<file path="src/design/iirt_pkg.sv">
// Shared types, constants, saturation helpers and the microcode program
// of the multi-channel transposed direct form II IIR filter.
// No dependencies.
package iirt_pkg;

   // Default sizes handed to the top level
   localparam int FILTER_ORDER_DEF = 3;
   localparam int MAX_CHANNELS_DEF = 8;

   // Coefficient registers are Q4.28, four numerator and four denominator slots
   localparam int NUM_COEF_REGS = 4;

   // Field widths
   localparam int CH_W     = 3;
   localparam int SAMPLE_W = 24;
   localparam int COEF_W   = 32;
   localparam int WORD_W   = 48;
   localparam int CSR_IDX_W = 3;
   localparam int CHUSE_W  = 4;

   typedef logic signed [COEF_W-1:0] coef_type;
   typedef coef_type coef_set_type [NUM_COEF_REGS];

   // Register indexes of the configuration port
   localparam logic [CSR_IDX_W-1:0] CSR_NUM_COEF_0      = 3'd0;
   localparam logic [CSR_IDX_W-1:0] CSR_NUM_COEF_1      = 3'd1;
   localparam logic [CSR_IDX_W-1:0] CSR_NUM_COEF_2      = 3'd2;
   localparam logic [CSR_IDX_W-1:0] CSR_NUM_COEF_3      = 3'd3;
   localparam logic [CSR_IDX_W-1:0] CSR_DEN_COEF_1      = 3'd4;
   localparam logic [CSR_IDX_W-1:0] CSR_DEN_COEF_2      = 3'd5;
   localparam logic [CSR_IDX_W-1:0] CSR_DEN_COEF_3      = 3'd6;
   localparam logic [CSR_IDX_W-1:0] CSR_CHANNELS_IN_USE = 3'd7;

   localparam logic [CHUSE_W-1:0] CHANNELS_IN_USE_RST = 4'd1;

   // Saturation bounds
   localparam logic signed [54:0] W48_MAX = 55'sd140737488355327;
   localparam logic signed [54:0] W48_MIN = -W48_MAX - 55'sd1;
   localparam logic signed [24:0] S24_MAX = 25'sd8388607;
   localparam logic signed [24:0] S24_MIN = -25'sd8388608;

   // Program addresses of the sequencer
   typedef logic [2:0] step_type;
   localparam step_type STEP_IDLE  = 3'd0;
   localparam step_type STEP_READ0 = 3'd1;
   localparam step_type STEP_YCALC = 3'd2;
   localparam step_type STEP_TMUL  = 3'd3;
   localparam step_type STEP_TAY   = 3'd4;
   localparam step_type STEP_TSUM  = 3'd5;
   localparam step_type STEP_OUT   = 3'd6;
   localparam step_type STEP_ERR   = 3'd7;

   // How the step counter moves on
   typedef enum logic [1:0] {
      JMP_NEXT,  // fall through
      JMP_REQ,   // hold until a transaction arrives; bad channel jumps to target
      JMP_TAP,   // jump to target unless the last tap was just done
      JMP_RSP    // hold until the result register is free, then jump to target
   } jmp_type;

   // One microcode word
   typedef struct packed {
      logic     accept;
      logic     rd_w;
      logic     mul;
      logic     y_load;
      logic     ay_load;
      logic     w_write;
      logic     k_clr;
      logic     k_inc;
      logic     rsp_load;
      logic     rsp_err;
      jmp_type  jmp;
      step_type target;
   } ctrl_word_type;

   // Strobes from sequencer to datapath
   typedef struct packed {
      logic rd_w;
      logic mul;
      logic y_load;
      logic ay_load;
      logic w_write;
   } dp_ctl_type;

   // Strobes from sequencer to the result register
   typedef struct packed {
      logic load;
      logic err;
   } rsp_ctl_type;

   // Program ROM
   function automatic ctrl_word_type ucode(input step_type s);
      ctrl_word_type cw;
      cw        = '0;
      cw.jmp    = JMP_NEXT;
      cw.target = STEP_IDLE;
      unique case (s)
         STEP_IDLE: begin
            cw.accept = 1'b1;
            cw.k_clr  = 1'b1;
            cw.jmp    = JMP_REQ;
            cw.target = STEP_ERR;
         end
         STEP_READ0: begin
            cw.rd_w = 1'b1;
            cw.mul  = 1'b1;
         end
         STEP_YCALC: begin
            cw.y_load = 1'b1;
            cw.k_inc  = 1'b1;
         end
         STEP_TMUL: begin
            cw.rd_w = 1'b1;
            cw.mul  = 1'b1;
         end
         STEP_TAY: begin
            cw.ay_load = 1'b1;
         end
         STEP_TSUM: begin
            cw.w_write = 1'b1;
            cw.k_inc   = 1'b1;
            cw.jmp     = JMP_TAP;
            cw.target  = STEP_TMUL;
         end
         STEP_OUT: begin
            cw.rsp_load = 1'b1;
            cw.jmp      = JMP_RSP;
            cw.target   = STEP_IDLE;
         end
         STEP_ERR: begin
            cw.rsp_load = 1'b1;
            cw.rsp_err  = 1'b1;
            cw.jmp      = JMP_RSP;
            cw.target   = STEP_IDLE;
         end
      endcase
      return cw;
   endfunction

   // Clamp a wide sum to signed 48 bits
   function automatic logic signed [WORD_W-1:0] sat48(input logic signed [54:0] v);
      logic signed [54:0] c;
      c = v;
      if (v > W48_MAX) begin
         c = W48_MAX;
      end else if (v < W48_MIN) begin
         c = W48_MIN;
      end
      return c[WORD_W-1:0];
   endfunction

   // Clamp to signed 24 bits
   function automatic logic signed [SAMPLE_W-1:0] sat24(input logic signed [24:0] v);
      logic signed [24:0] c;
      c = v;
      if (v > S24_MAX) begin
         c = S24_MAX;
      end else if (v < S24_MIN) begin
         c = S24_MIN;
      end
      return c[SAMPLE_W-1:0];
   endfunction

endpackage

</file>
<file path="src/design/iirt_mem.sv">
// Delay word store: one write port, one registered read port.
// Depends on iirt_pkg.
module iirt_mem #(
   parameter int DEPTH  = 24,
   parameter int ADDR_W = 5
) (
   input  logic                          clock,
   input  logic                          wr_en,
   input  logic [ADDR_W-1:0]             wr_addr,
   input  logic signed [iirt_pkg::WORD_W-1:0] wr_data,
   input  logic                          rd_en,
   input  logic [ADDR_W-1:0]             rd_addr,
   output logic signed [iirt_pkg::WORD_W-1:0] rd_data
);
   import iirt_pkg::*;

   logic signed [WORD_W-1:0] mem [DEPTH];
   logic signed [WORD_W-1:0] rd_data_ff;

   // Write port
   always_ff @(posedge clock) begin
      if (wr_en) begin
         mem[wr_addr] <= wr_data;
      end
   end

   // Registered read port
   always_ff @(posedge clock) begin
      if (rd_en) begin
         rd_data_ff <= mem[rd_addr];
      end
   end

   assign rd_data = rd_data_ff;

endmodule

</file>
<file path="config.mk">
export PLATFORM = sky130hd
export DESIGN_NAME = iirt_mem
export DESIGN_NICKNAME = d
export VERILOG_FILES = /design/src/design/iirt_pkg.sv /design/src/design/iirt_mem.sv
export SDC_FILE = /design/constraint.sdc
export NUM_CORES = 1
export LEC_CHECK = 0
export BUFFER_PORTS_ARGS = -buffer_cell sky130_fd_sc_hd__buf_2
export CAP_MARGIN = 20
export CORE_AREA = 4 4 271 273
export DETAILED_ROUTE_END_ITERATION = 10
export DIE_AREA = 0 0 275 277
export GPL_TIMING_DRIVEN = 0
export PLACE_DENSITY_LB_ADDON = 0.2
export SLEW_MARGIN = 20
export SYNTH_ARGS = -nofsm -noshare
export SYNTH_HDL_FRONTEND = slang
export SYNTH_SLANG_ARGS = --single-unit
</file>
<file path="constraint.sdc">
create_clock -name clock -period 6.5 [get_ports clock]
set_clock_uncertainty 0.2 [all_clocks]
set_input_delay 1.3 -clock clock [delete_from_list [all_inputs] [get_ports clock]]
set_output_delay 1.3 -clock clock [all_outputs]
set_load 0.02 [all_outputs]
</file>
# Word-level counts from Yosys, hierarchy flattened
# Memory sizes are Yosys's and may differ from the RTL's. A register that Yosys moved wholly into a read port is not among the register bits.
# Index checks and enable logic that the tools add are counted.
word_totals:
  ff_bits: 0
  mem_bits_rw: 1152
  in_bits: 61
  word_cells: 3
  memories: 1
mem_list:
  columns: ["memory", "words", "width", "read_ports", "rd_ports_with_merged_regs", "write_ports", "line_no", "source"]
  rows:
  - ["mem", 24, 48, 1, 1, 1, "iirt_mem.sv:17", "logic signed [WORD_W-1:0] mem [DEPTH];"]
classes:
  n_mux: 2
op_table:
  columns: ["op", "count"]
  rows:
  - ["$mux 1", 2]

# Logic depth before layout (Yosys ltp)
depth:
  depth_word: 2
  mapped_depth: 9
  ltp_nobuf: 4

# Worst setup path before layout
# No wires, ideal clock.
synth_timing:
  kind: "in2reg"
  from: "in wr_addr[1]"
  to: "mem mem[20][0], enable pin"
  arrival_time_ns: 3.946
  required_time_ns: 5.846
  slack_ns: 1.900
  stages: 3
  path_buffers: 1
  path_cell_list: "or3b_2 clkbuf_1 nor2_1"
synth_lines:
  columns: ["element", "line_no", "source"]
  rows:
  - ["from (decl)", "iirt_mem.sv:9", "input logic [ADDR_W-1:0] wr_addr,"]
  - ["to (decl)", "iirt_mem.sv:17", null]
# Straight into the memory's write port.

==> summary.txt <==
Synth
  • Yosys top cell area share: 0.785
  • Most frequent cell after synthesis: edfxtp_1
  • Mean post-synth cell area: between 15 and 20 um^2
  • Main synth FF type: edfxtp_1
  • Syn nets: around 2,400
  • Post-Syn Instances: approximately 2,300
  • Post-Synthesis Cell Area: around 46,000 um^2
  • Synth area leader: edfxtp_1
  • Synth warn: 0
  • Synth top area cells: edfxtp_1, mux2i_1, mux4_2, a22oi_1, nand2_1
  • Number of synthesized flops with an enable pin: between 1,000 and 1,500
  • Sequential share of the synthesized area: 0.785
  • Top cells by count, synth: edfxtp_1, mux2i_1, nand2_1
  • Unique masters post-synth: 26
  • Synthesis-stage register bit count: approximately 1,200
  • FFs w/ async S/R, synth: 0

Worst setup path
  • Arrival @ worst endpoint: between 3 and 4 ns
  • WP data required: around 6.7 ns
  • Crit start category: input pin
  • CP Capture Type: register
  • Worst Path Class, Setup: in2reg
  • Critical path fanouts, max: 10

Hold path
  • Hold Path Class: reg2reg

Clock network
  • Root Driver: clkbuf_16
  • CTS Buffer Depth: 3
  • H-tree depth: 3
  • Clk sinks: about 1,200
  • CTS buffer count: 116
  • Post-CTS Setup Inserts: 0
  • Post-CTS Hold Buffers: 0
  • Worst-path clk slew: 0.06 ns
  • Worst-Skew Late Latency: 0.67 ns
  • CTS tree: built
  • Gates resized, CTS repair: 0

STA
  • Hold Worst Slack: 0.506 ns
  • Fin crit share: 0.590
  • RSZ-0062 raised after global routing: no
  • Measured slew at the worst slew-check pin: around 1.2 ns
  • Worst setup margin: between 2 and 3 ns
  • Final setup vio count: 0
  • Slew Viols, Final: 0
  • Slew HR: 0.216
  • Fmax: 261 MHz
  • Hold violation total from the final report: 0
  • Tmin final: ~3.8 ns

Layout
  • Area Growth Syn to Fin: 15.4%
  • Multi-input gate area: 9280 um^2
  • Design Area, Final: between 50,000 and 60,000 um^2
  • Nets: 2,640
  • Non-Filler Instances: 3,630
  • FILL cells: approximately 3,900
  • Seq. cell area: between 30,000 and 40,000 um^2
  • Layout cell share with drive strength beyond 1: 0.221

GRT
  • First-pass GRT wire length: 156 mm
  • Largest net degree at the start of global routing: 27
  • Vias in the first global route: around 24,000
  • Total track usage: 0.280
  • Total global routing overflow: 0
  • Initial antenna violation count: 5

Placed design
  • Dpl hpwl: between 60 and 70 mm
  • Pre-CTS setup slack: approximately 2 ns
  • Port-buffer cells: 107
  • Post-placement cell count: 3,411
  • Placed cell area: between 40,000 and 50,000 um^2
  • Gp weighted congestion: between 0.8 and 0.9

Power and ir drop
  • Sw Share: 0.207
  • Sequential share of power: 0.525
  • Pint: between 10,000 and 15,000 uW
  • Power per cell area: a little over 300 nW/um^2
  • Peak VDD IR: 0.242 mV
  • Combinational group share of total power: 0.051
  • Leak Pwr: 0.0179 uW
  • P_sw: 3420 uW
  • Clock Power Share: 0.424

Route
  • DRT iter0 DRCs: between 2,000 and 3,000
  • Residual DRC count: 0
  • Vias: about 24,000
  • Final ANT Viol Nets: 0
  • Total wire length: ~110 mm
  • Post-DR wirelength/cell: 29.2 um
  • Detailed Routing Iterations Pass 1: 6
  • Vias per cell: between 6 and 7

Die
  • Die height: approximately 280 um
  • Die width: approximately 280 um
  • Core area: between 70,000 and 80,000 um^2
  • Full die area: between 70,000 and 80,000 um^2
  • Initial Util: 0.645
  • I/O Pins: 109
  • Row count: 98

Outcome
  • Status: completed

Job
  • Max cap viols: 0
[power by group through the flow]
| stage | clock network (uW) | logic, uW | registers [uW] |
|---|---|---|---|
| 2_1_floorplan | 0 | 430 | 8870 |
| 3_3_place_gp | 0 | 773 | 8830 |
| 3_5_place_dp | 0 | 832 | 8830 |
| 4_1_cts | 7060 | 843 | 8670 |
| 5_1_grt | 7410 | 893 | 8670 |
| 6_report | 7000 | 844 | 8670 |
[metal layers]
metal	share of wire	wire, um	GRT usage
met5	0	0	0
met4	0.033	3540	0.101
met3	0.077	8160	0.0431
met2	0.51	54400	0.470
met1	0.38	40000	0.381
[placed cells by master (no fill, tap or decap), types with 8 or more instances in the layout]
cell and instances:
nand2_1 146, bufinv_16 22, nand4_1 48, mux2i_1 356
nand3_1 83, mux2_2 48, buf_2 117, edfxtp_1 1200
a221oi_1 14, clkinv_2 34, clkbuf_1 71, buf_16 14
buf_6 14, a22oi_1 116, buf_1 8, nor2_4 24
clkbuf_16 117, buf_12 41, mux4_2 110, o21ai_1 10
clkinv_1 14, buf_4 29
[worst max-delay path: stages]
cell,delay (ns)
buf_2,0.16
buf_2,0.57
clkbuf_1,0.71
mux4_2,0.40
o21ai_0,0.59
nand3_1,0.22
[cell type report]
cell class / count / share of cell area
buffer: 125 / 0.0142
timing repair buffer: 160 / 0.0321
tap: 950 / 0.0224
sequential: 1200 / 0.680
antenna: 5 / 0.000236
inverter: 1 / 0.0000709
clock buffer: 128 / 0.0561
clock inverter: 86 / 0.0192
multi-input combinational: 975 / 0.175
[sequential cells by signal, indices dropped and copies added, names as in the netlist]
| signal | cells |
|---|---|
| rd_data | 48 |
| mem | 1152 |
[final timing paths]
kind	slack (ns)	to	cells after the start	start
setup / recovery	2.66	rd_data[4]$_DFFE_PP_	6	rd_addr[2]
hold reg to reg	0.51	rd_data[23]$_DFFE_PP_	4	mem[5][23]$_DFFE_PP_
hold / removal	0.51	rd_data[23]$_DFFE_PP_	4	mem[5][23]$_DFFE_PP_
setup reg to reg	4.38	rd_data[8]$_DFFE_PP_	3	mem[15][8]$_DFFE_PP_
[per-stage QoR]
stage / total power, uW / setup TNS [ns] / utilization
after CTS: 16600 / 0 / 0.744
after global routing: 17000 / 0 / 0.745
final: 16500 / 0 / 0.745
after detailed placement: 9660 / 0 / 0.688
after global placement: 9600 / -72.39 / 0.670
after floorplan: 9300 / 0 / -
[cell families (layout without fill, tap and decap cells)]
| family | count (synthesis) | count (layout) | synth area share |
|---|---|---|---|
| other cells | 0 | 5 | 0 |
| flops | 1200 | 1200 | 0.785 |
| compound gates | 144 | 144 | 0.0232 |
| mux | 514 | 514 | 0.143 |
| buf+inv | 126 | 500 | 0.0165 |
| simple gates | 317 | 317 | 0.0317 |
No activity file was read; power rests on OpenSTA's default activity.
