<file path="src/design/iirt_pkg.sv">
// Shared types, constants, saturation helpers and the microcode program
// of the multi-channel transposed direct form II IIR filter.
// No dependencies.
package iirt_pkg;

   // Default sizes handed to the top level
   localparam int FILTER_ORDER_DEF = 3;
   localparam int MAX_CHANNELS_DEF = 8;

   // Coefficient registers are Q4.28, four numerator and four denominator slots
   localparam int NUM_COEF_REGS = 4;

   // Field widths
   localparam int CH_W     = 3;
   localparam int SAMPLE_W = 24;
   localparam int COEF_W   = 32;
   localparam int WORD_W   = 48;
   localparam int CSR_IDX_W = 3;
   localparam int CHUSE_W  = 4;

   typedef logic signed [COEF_W-1:0] coef_type;
   typedef coef_type coef_set_type [NUM_COEF_REGS];

   // Register indexes of the configuration port
   localparam logic [CSR_IDX_W-1:0] CSR_NUM_COEF_0      = 3'd0;
   localparam logic [CSR_IDX_W-1:0] CSR_NUM_COEF_1      = 3'd1;
   localparam logic [CSR_IDX_W-1:0] CSR_NUM_COEF_2      = 3'd2;
   localparam logic [CSR_IDX_W-1:0] CSR_NUM_COEF_3      = 3'd3;
   localparam logic [CSR_IDX_W-1:0] CSR_DEN_COEF_1      = 3'd4;
   localparam logic [CSR_IDX_W-1:0] CSR_DEN_COEF_2      = 3'd5;
   localparam logic [CSR_IDX_W-1:0] CSR_DEN_COEF_3      = 3'd6;
   localparam logic [CSR_IDX_W-1:0] CSR_CHANNELS_IN_USE = 3'd7;

   localparam logic [CHUSE_W-1:0] CHANNELS_IN_USE_RST = 4'd1;

   // Saturation bounds
   localparam logic signed [54:0] W48_MAX = 55'sd140737488355327;
   localparam logic signed [54:0] W48_MIN = -W48_MAX - 55'sd1;
   localparam logic signed [24:0] S24_MAX = 25'sd8388607;
   localparam logic signed [24:0] S24_MIN = -25'sd8388608;

   // Program addresses of the sequencer
   typedef logic [2:0] step_type;
   localparam step_type STEP_IDLE  = 3'd0;
   localparam step_type STEP_READ0 = 3'd1;
   localparam step_type STEP_YCALC = 3'd2;
   localparam step_type STEP_TMUL  = 3'd3;
   localparam step_type STEP_TAY   = 3'd4;
   localparam step_type STEP_TSUM  = 3'd5;
   localparam step_type STEP_OUT   = 3'd6;
   localparam step_type STEP_ERR   = 3'd7;

   // How the step counter moves on
   typedef enum logic [1:0] {
      JMP_NEXT,  // fall through
      JMP_REQ,   // hold until a transaction arrives; bad channel jumps to target
      JMP_TAP,   // jump to target unless the last tap was just done
      JMP_RSP    // hold until the result register is free, then jump to target
   } jmp_type;

   // One microcode word
   typedef struct packed {
      logic     accept;
      logic     rd_w;
      logic     mul;
      logic     y_load;
      logic     ay_load;
      logic     w_write;
      logic     k_clr;
      logic     k_inc;
      logic     rsp_load;
      logic     rsp_err;
      jmp_type  jmp;
      step_type target;
   } ctrl_word_type;

   // Strobes from sequencer to datapath
   typedef struct packed {
      logic rd_w;
      logic mul;
      logic y_load;
      logic ay_load;
      logic w_write;
   } dp_ctl_type;

   // Strobes from sequencer to the result register
   typedef struct packed {
      logic load;
      logic err;
   } rsp_ctl_type;

   // Program ROM
   function automatic ctrl_word_type ucode(input step_type s);
      ctrl_word_type cw;
      cw        = '0;
      cw.jmp    = JMP_NEXT;
      cw.target = STEP_IDLE;
      unique case (s)
         STEP_IDLE: begin
            cw.accept = 1'b1;
            cw.k_clr  = 1'b1;
            cw.jmp    = JMP_REQ;
            cw.target = STEP_ERR;
         end
         STEP_READ0: begin
            cw.rd_w = 1'b1;
            cw.mul  = 1'b1;
         end
         STEP_YCALC: begin
            cw.y_load = 1'b1;
            cw.k_inc  = 1'b1;
         end
         STEP_TMUL: begin
            cw.rd_w = 1'b1;
            cw.mul  = 1'b1;
         end
         STEP_TAY: begin
            cw.ay_load = 1'b1;
         end
         STEP_TSUM: begin
            cw.w_write = 1'b1;
            cw.k_inc   = 1'b1;
            cw.jmp     = JMP_TAP;
            cw.target  = STEP_TMUL;
         end
         STEP_OUT: begin
            cw.rsp_load = 1'b1;
            cw.jmp      = JMP_RSP;
            cw.target   = STEP_IDLE;
         end
         STEP_ERR: begin
            cw.rsp_load = 1'b1;
            cw.rsp_err  = 1'b1;
            cw.jmp      = JMP_RSP;
            cw.target   = STEP_IDLE;
         end
      endcase
      return cw;
   endfunction

   // Clamp a wide sum to signed 48 bits
   function automatic logic signed [WORD_W-1:0] sat48(input logic signed [54:0] v);
      logic signed [54:0] c;
      c = v;
      if (v > W48_MAX) begin
         c = W48_MAX;
      end else if (v < W48_MIN) begin
         c = W48_MIN;
      end
      return c[WORD_W-1:0];
   endfunction

   // Clamp to signed 24 bits
   function automatic logic signed [SAMPLE_W-1:0] sat24(input logic signed [24:0] v);
      logic signed [24:0] c;
      c = v;
      if (v > S24_MAX) begin
         c = S24_MAX;
      end else if (v < S24_MIN) begin
         c = S24_MIN;
      end
      return c[SAMPLE_W-1:0];
   endfunction

endpackage

</file>
<file path="src/design/iirt_seq.sv">
// Microcoded sequencer: step counter, program ROM lookup, tap counter
// and the delay word clearing pass after reset. Depends on iirt_pkg.
module iirt_seq #(
   parameter int FILTER_ORDER = 3,
   parameter int DEPTH        = 24,
   parameter int ADDR_W       = 5,
   parameter int K_W          = 2
) (
   input  logic                  clock,
   input  logic                  reset,
   input  logic                  req_valid,
   input  logic                  item_err,
   input  logic                  rsp_free,
   output logic                  req_ready,
   output iirt_pkg::dp_ctl_type  dp_ctl,
   output iirt_pkg::rsp_ctl_type rsp_ctl,
   output logic [K_W-1:0]        k,
   output logic                  clearing,
   output logic [ADDR_W-1:0]     clr_addr
);
   import iirt_pkg::*;

   step_type          step_ff, step_in;
   logic [K_W-1:0]    k_ff, k_in;
   logic              clearing_ff, clearing_in;
   logic [ADDR_W-1:0] clr_addr_ff, clr_addr_in;
   ctrl_word_type     cw;
   logic              req_fire;
   logic              last_tap;

   // Control word of the current step
   assign cw        = ucode(step_ff);
   assign req_ready = cw.accept & ~clearing_ff;
   assign req_fire  = req_valid & req_ready;
   assign last_tap  = (k_ff == K_W'(FILTER_ORDER));

   // Next step
   always_comb begin
      step_in = step_ff;
      unique case (cw.jmp)
         JMP_NEXT: step_in = step_ff + step_type'(1);
         JMP_REQ: begin
            if (req_fire) begin
               step_in = item_err ? cw.target : step_ff + step_type'(1);
            end
         end
         JMP_TAP: step_in = last_tap ? step_ff + step_type'(1) : cw.target;
         JMP_RSP: begin
            if (rsp_free) begin
               step_in = cw.target;
            end
         end
         default: step_in = STEP_IDLE;
      endcase
   end

   // Tap counter
   always_comb begin
      k_in = k_ff;
      if (cw.k_clr) begin
         k_in = '0;
      end else if (cw.k_inc) begin
         k_in = k_ff + K_W'(1);
      end
   end

   // Clearing pass over the delay words
   always_comb begin
      clearing_in = clearing_ff;
      clr_addr_in = clr_addr_ff;
      if (clearing_ff) begin
         clr_addr_in = clr_addr_ff + ADDR_W'(1);
         if (clr_addr_ff == ADDR_W'(DEPTH - 1)) begin
            clearing_in = 1'b0;
         end
      end
   end

   always_ff @(posedge clock) begin
      if (reset) begin
         step_ff     <= STEP_IDLE;
         k_ff        <= '0;
         clearing_ff <= 1'b1;
         clr_addr_ff <= '0;
      end else begin
         step_ff     <= step_in;
         k_ff        <= k_in;
         clearing_ff <= clearing_in;
         clr_addr_ff <= clr_addr_in;
      end
   end

   // Strobes
   always_comb begin
      dp_ctl.rd_w    = cw.rd_w;
      dp_ctl.mul     = cw.mul;
      dp_ctl.y_load  = cw.y_load;
      dp_ctl.ay_load = cw.ay_load;
      dp_ctl.w_write = cw.w_write;
      rsp_ctl.load   = cw.rsp_load & rsp_free;
      rsp_ctl.err    = cw.rsp_err;
   end

   assign k        = k_ff;
   assign clearing = clearing_ff;
   assign clr_addr = clr_addr_ff;

endmodule

</file>
<file path="config.mk">
export PLATFORM = sky130hd
export DESIGN_NAME = iirt_seq
export DESIGN_NICKNAME = d
export VERILOG_FILES = /design/src/design/iirt_pkg.sv /design/src/design/iirt_seq.sv
export SDC_FILE = /design/constraint.sdc
export NUM_CORES = 1
export LEC_CHECK = 0
export ABC_AREA = 1
export BUFFER_PORTS_ARGS = -buffer_cell sky130_fd_sc_hd__buf_2
export CORE_MARGIN = 2
export CORE_UTILIZATION = 45
export DETAILED_ROUTE_END_ITERATION = 12
export GPL_ROUTABILITY_DRIVEN = 1
export GPL_TIMING_DRIVEN = 0
export PLACE_DENSITY = 0.77
export REMOVE_ABC_BUFFERS = 1
export SLEW_MARGIN = 10
export SYNTH_ARGS = -nofsm -noshare
export SYNTH_HDL_FRONTEND = slang
export SYNTH_SLANG_ARGS = --single-unit
export TNS_END_PERCENT = 10
</file>
<file path="constraint.sdc">
create_clock -name clock -period 1.69 [get_ports clock]
set_clock_uncertainty 0.15 [all_clocks]
set_input_delay 0.0845 -clock clock [delete_from_list [all_inputs] [get_ports clock]]
set_output_delay 0.0845 -clock clock [all_outputs]
set_load 0.03 [all_outputs]
</file>
## Yosys cells after proc, flatten, opt, wreduce, memory -nomap -nowiden

Index checks and enable logic that the tools add are counted.

| storage, ports and cells | value |
|---|---|
| flip-flop bits (word level) | 11 |
| output and inout port bits | 16 |
| logic and storage cells | 48 |
| memories kept | 0 |
| RAM bits | 0 |
| latch bits | 0 |
| input bits | 5 |
| memory bits (read-only) | 0 |

| operators by class | value |
|---|---|
| order comparisons | 0 |
| $add $sub $neg | 3 |
| divide/modulo/power cells | 0 |
| reductions and logical operators | 7 |
| $mul | 0 |
| equal/unequal tests | 14 |
| bitwise operators | 4 |
| shift operators | 0 |
| muxes and demuxes | 16 |

Operators with widths:

| kind | number |
|---|---|
| $pmux W5 S3 | 1 |
| $eq A3 B3 Y1 const B | 4 |
| $mux W3 | 4 |
| $pmux W3 S4 | 1 |
| $mux W1 | 9 |
| $reduce_or A2 Y1 | 4 |
| $eq A2 B2 Y1 const B | 3 |
| $eq A3 B2 Y1 const B | 2 |
| $add A5 B1 Y5 const B | 1 |
| $eq A5 B5 Y1 const B | 1 |
| $ne A2 B2 Y1 const B | 2 |
| $add A3 B1 Y3 const B | 1 |
| $and A1 B1 Y1 | 3 |
| $eq A3 B1 Y1 const B | 1 |
| $logic_not A3 Y1 | 1 |
| $add A2 B1 Y2 const B | 1 |
| $eq A2 B1 Y1 const B | 1 |
| $logic_not A2 Y1 | 1 |
| $mux W2 | 1 |
| $reduce_and A2 Y1 | 1 |
| $not A1 Y1 | 1 |

## Logic depth before layout (Yosys ltp)

| depth | value |
|---|---|
| depth in word-level cells | 6 |
| mapped depth | 10 |
| gate-level depth less buffers | 10 |

## Worst setup path before layout

OpenSTA, ideal clock, no wires.

| timing | value |
|---|---|
| path kind | flip-flop to output port |
| start point | reg step_ff[0] |
| end point | out rsp_ctl[1] in the netlist's numbering |
| buffers on the path | 0 |
| path slack | 0.163 ns |
| data arrival time | 1.292 ns |
| stages on the path, launching flop included | 7 |
| data required time | 1.456 ns |
| path through | dfxtp_1 -> ha_1 -> ha_1 -> inv_1 -> nand2_4 -> inv_1 -> nor2_1 |

RTL lines:

| item | RTL line | source |
|---|---|---|
| from (decl) | iirt_seq.sv:23 | `step_type step_ff, step_in;` |
| from (signal assigned) | iirt_seq.sv:86 | `step_ff <= step_in;` |
| to (decl) | iirt_seq.sv:16 | `output iirt_pkg::rsp_ctl_type rsp_ctl,` |

## Final worst setup path

| timing | value |
|---|---|
| start point | reg step_ff[0] |
| end point | out req_ready |

| between the ends | value |
|---|---|
| word-level cells in the longest chain between the ends | 3 |

Ends and longest elaborated chain:

| item | RTL line | source |
|---|---|---|
| $logic_not A3 Y1 | iirt_pkg.sv:98 | `unique case (s)` |
| $mux W1 | iirt_pkg.sv:98 |  |
| $and A1 B1 Y1 | iirt_seq.sv:33 | `assign req_ready = cw.accept & ~clearing_ff;` |
| to (decl) | iirt_seq.sv:14 | `output logic req_ready,` |

Every way passes these cells.

==> impl_metrics.toml <==
[synth]
yosysUniqueCellTypes = 21
synth_area_leader_cell = "dfxtp_1"
synth-edff-count = 0
seq_area_frac_synth = 0.2699
synthTopCellsByCount = "nand2_1 (18), inv_1 (15), a21oi_1 (13), nor2_1 (13), dfxtp_1 (11)"
yosys-top-cells-area = "dfxtp_1 (27%), ha_1 (11%), nand2_1 (8.3%)"
synth-seq-cells = 11
synth_top_family_by_area = "simple AND/OR/NAND/NOR gates"
yosysWarnings = 0
ys_async_sr_fraction = 0
synthXorXnorAreaFrac = 0
ys.flop_type = "dfxtp_1"
synthAdderAreaFrac = 0.1074
synth_top_area_share = 0.2699
synth_simple_gate_area_share = 0.3267
syn_area_per_cell_sq_um = 7.033
syn-cell-area_sq_um = 815.8
synthMuxAreaShare = 0
synth_compound_area_frac = 0.1411
yosysMostFrequentCell = "nand2_1"
synthCells = 116

[grt]
antenna_found_initial = 0
grt_pass1_vias = 580
grt_max_degree = 10
grt_pass1_wl_um = 2208
grt_overflow = 0
grt_usage = 0.1432

[clock_tree]
htree_levels = 1
cts_sinks = 11
clkLatencyLatePin_ns = 0.27
cts_tree = "yes"
cts_buffer_depth = 2
cts-buffers-inserted = 3
cts-root-buf = "clkbuf_4"
clk_pin_slew_ns = 0.07

[worst_setup_path]
crit_path_max_fanout = 6
crit_chain = "inv_2 > ha_1 > nand2_4 > nor2_1 > buf_2"
slowest_delay_ns = 0.37
startpoint_type = "flop"
end_kind = "output port"
path_buf_inv = 2
crit_required_ns = 1.46
criticalPathCategory = "reg -> out"
crit_family = "flip-flops"
cp_slowest_cell = "dfxtp_4"
cp.arrival_ns = 1.39

[timing]
setup_viol = 0
setup_ws_ns = 0.06355
relSlewSlack = 0.8158
min_period_ns = 1.626
worst_pin_slew_ns = 0.2759
hold_violations = 0
setup-tns-final_ns = 0
max_freq_mhz = 614.8
fin_crit_sh = 0.9624
slew_violations = 0

[routing]
vias_per_cell = 4.687
drt_iter0_drc = 12
num_vias = 764
ant_nets = 0
drt-total-wl_um = 1579
drc = 0
wl_per_cell_um = 9.687
first_pass_iters = 4

[finish]
finalNonFillerCells = 163
syn2layout_area_growth_pct = 24.54
num_antenna_cells = 0
layout.nets = 151
fillers = 161
drive_above_1_share = 0.3696
fin_util = 0.5949

[floorplanning]
core_sq_mm = 0.001708
die_y_um = 46.58
row_count = 15
start_util = 0.4777
dieArea_sq_mm = 0.002169
io_pins = 21
die_x_um = 46.58

[run_status]
status = "finished clean"

[power_and_ir_drop]
p_leak_nw = 0.4972
peakVddDrop_mv = 0.5861
finalPower_mw = 1.190
power_density_mw_per_mm2 = 1171

[hold_path]
hp-class = "in -> reg"

[placed_design]
place_inst = 154
gp_congestion = 0.9012
dp_slack_ns = 0.08209
port_buffers = 20
dpl.hpwl_um = 1133

[run]
max-cap-violations = 0
what timing repair did:
action                                 in CTS  in global routing
resized for setup                           5                 10
hold buffers                                1                  0
setup endpoints to repair                   1                  4
pin swaps                                   1                  2
endpoints found under the hold margin       2                  0
setup buffers                               0                  4
final timing paths:
check,start,endpoint,slack [ns],depth (start not counted)
setup / recovery,step_ff[0],req_ready,0.06,5
hold / removal,item_err,step_ff[0],0.07,5
setup reg to reg,step_ff[0],step_ff[1],0.07,10
hold reg to reg,clr_addr[4],clr_addr[4],0.32,1
layout make-up:
cell class,instances,area (sq um),area share
Sequential cell,11,229.0,0.2254
Inverter,20,76.32,0.07512
Tap cell,25,31.28,0.03079
Timing Repair Buffer,25,142.6,0.1404
Multi-Input combinational cell,78,510.5,0.5025
Clock buffer,4,26.28,0.02586
report_power, final:
part,internal [mW],switching (mW),leakage (nW)
Combinational,0.236,0.426,0.391
Sequential,0.300,0.0530,0.0916
Clock,0.0914,0.0841,0.0150
Total,0.627,0.563,0.497
kinds of logic (layout without fill, tap and decap cells):
group | Yosys count | in the layout
DFF | 11 | 11
buffers and inverters | 27 | 49
and+or+nand+nor | 48 | 48
AOI/OAI and AO/OA | 23 | 23
adders and majority gates | 7 | 7
layout by cell type (no fill, tap or decap), types with 2 or more instances in the layout:
master / count
ha_4: 3
nand2_4: 6
nand2_1: 18
ha_1: 4
clkbuf_4: 3
nor2_1: 13
buf_2: 19
o21ai_1: 3
o21ai_0: 7
inv_2: 5
inv_1: 13
buf_4: 5
dfxtp_1: 8
nand2_2: 2
dfxtp_4: 2
a21oi_1: 12
nand3_1: 4
state kept, by name (all words and copies together), names as in the netlist:
register  count
clr_addr      5
clearing      1
k             2
step_ff       3
through the flow:
stage / instance area (sq um) / hold WS [ns]
floorplan: 765.7 / 0.003566
global placement: 897.1 / 0.1257
detailed placement: 897.1 / 0.1315
CTS: 939.7 / 0.06470
global route: 1016 / 0.1008
finish: 1016 / 0.06557
worst register-to-register path, cell delays in order (launching register included):
cell and delay, ns:
dfxtp_4 0.37, ha_4 0.16, ha_4 0.15, inv_2 0.06, nand2_4 0.08, buf_4 0.15
nand2_4 0.06, nand2_4 0.06, a21oi_1 0.12, nand2_1 0.08, a21oi_2 0.11
per-layer routing:
layer | up-vias | global-route usage | share of wire
met5 | - | 0 | 0
met4 | 0 | 0.03429 | 0.0070
met3 | 2 | 0.04706 | 0.045
met2 | 20 | 0.2500 | 0.50
met1 | 339 | 0.1671 | 0.45
li1 | 403 | - | -
No activity file was read; power rests on OpenSTA's default activity.
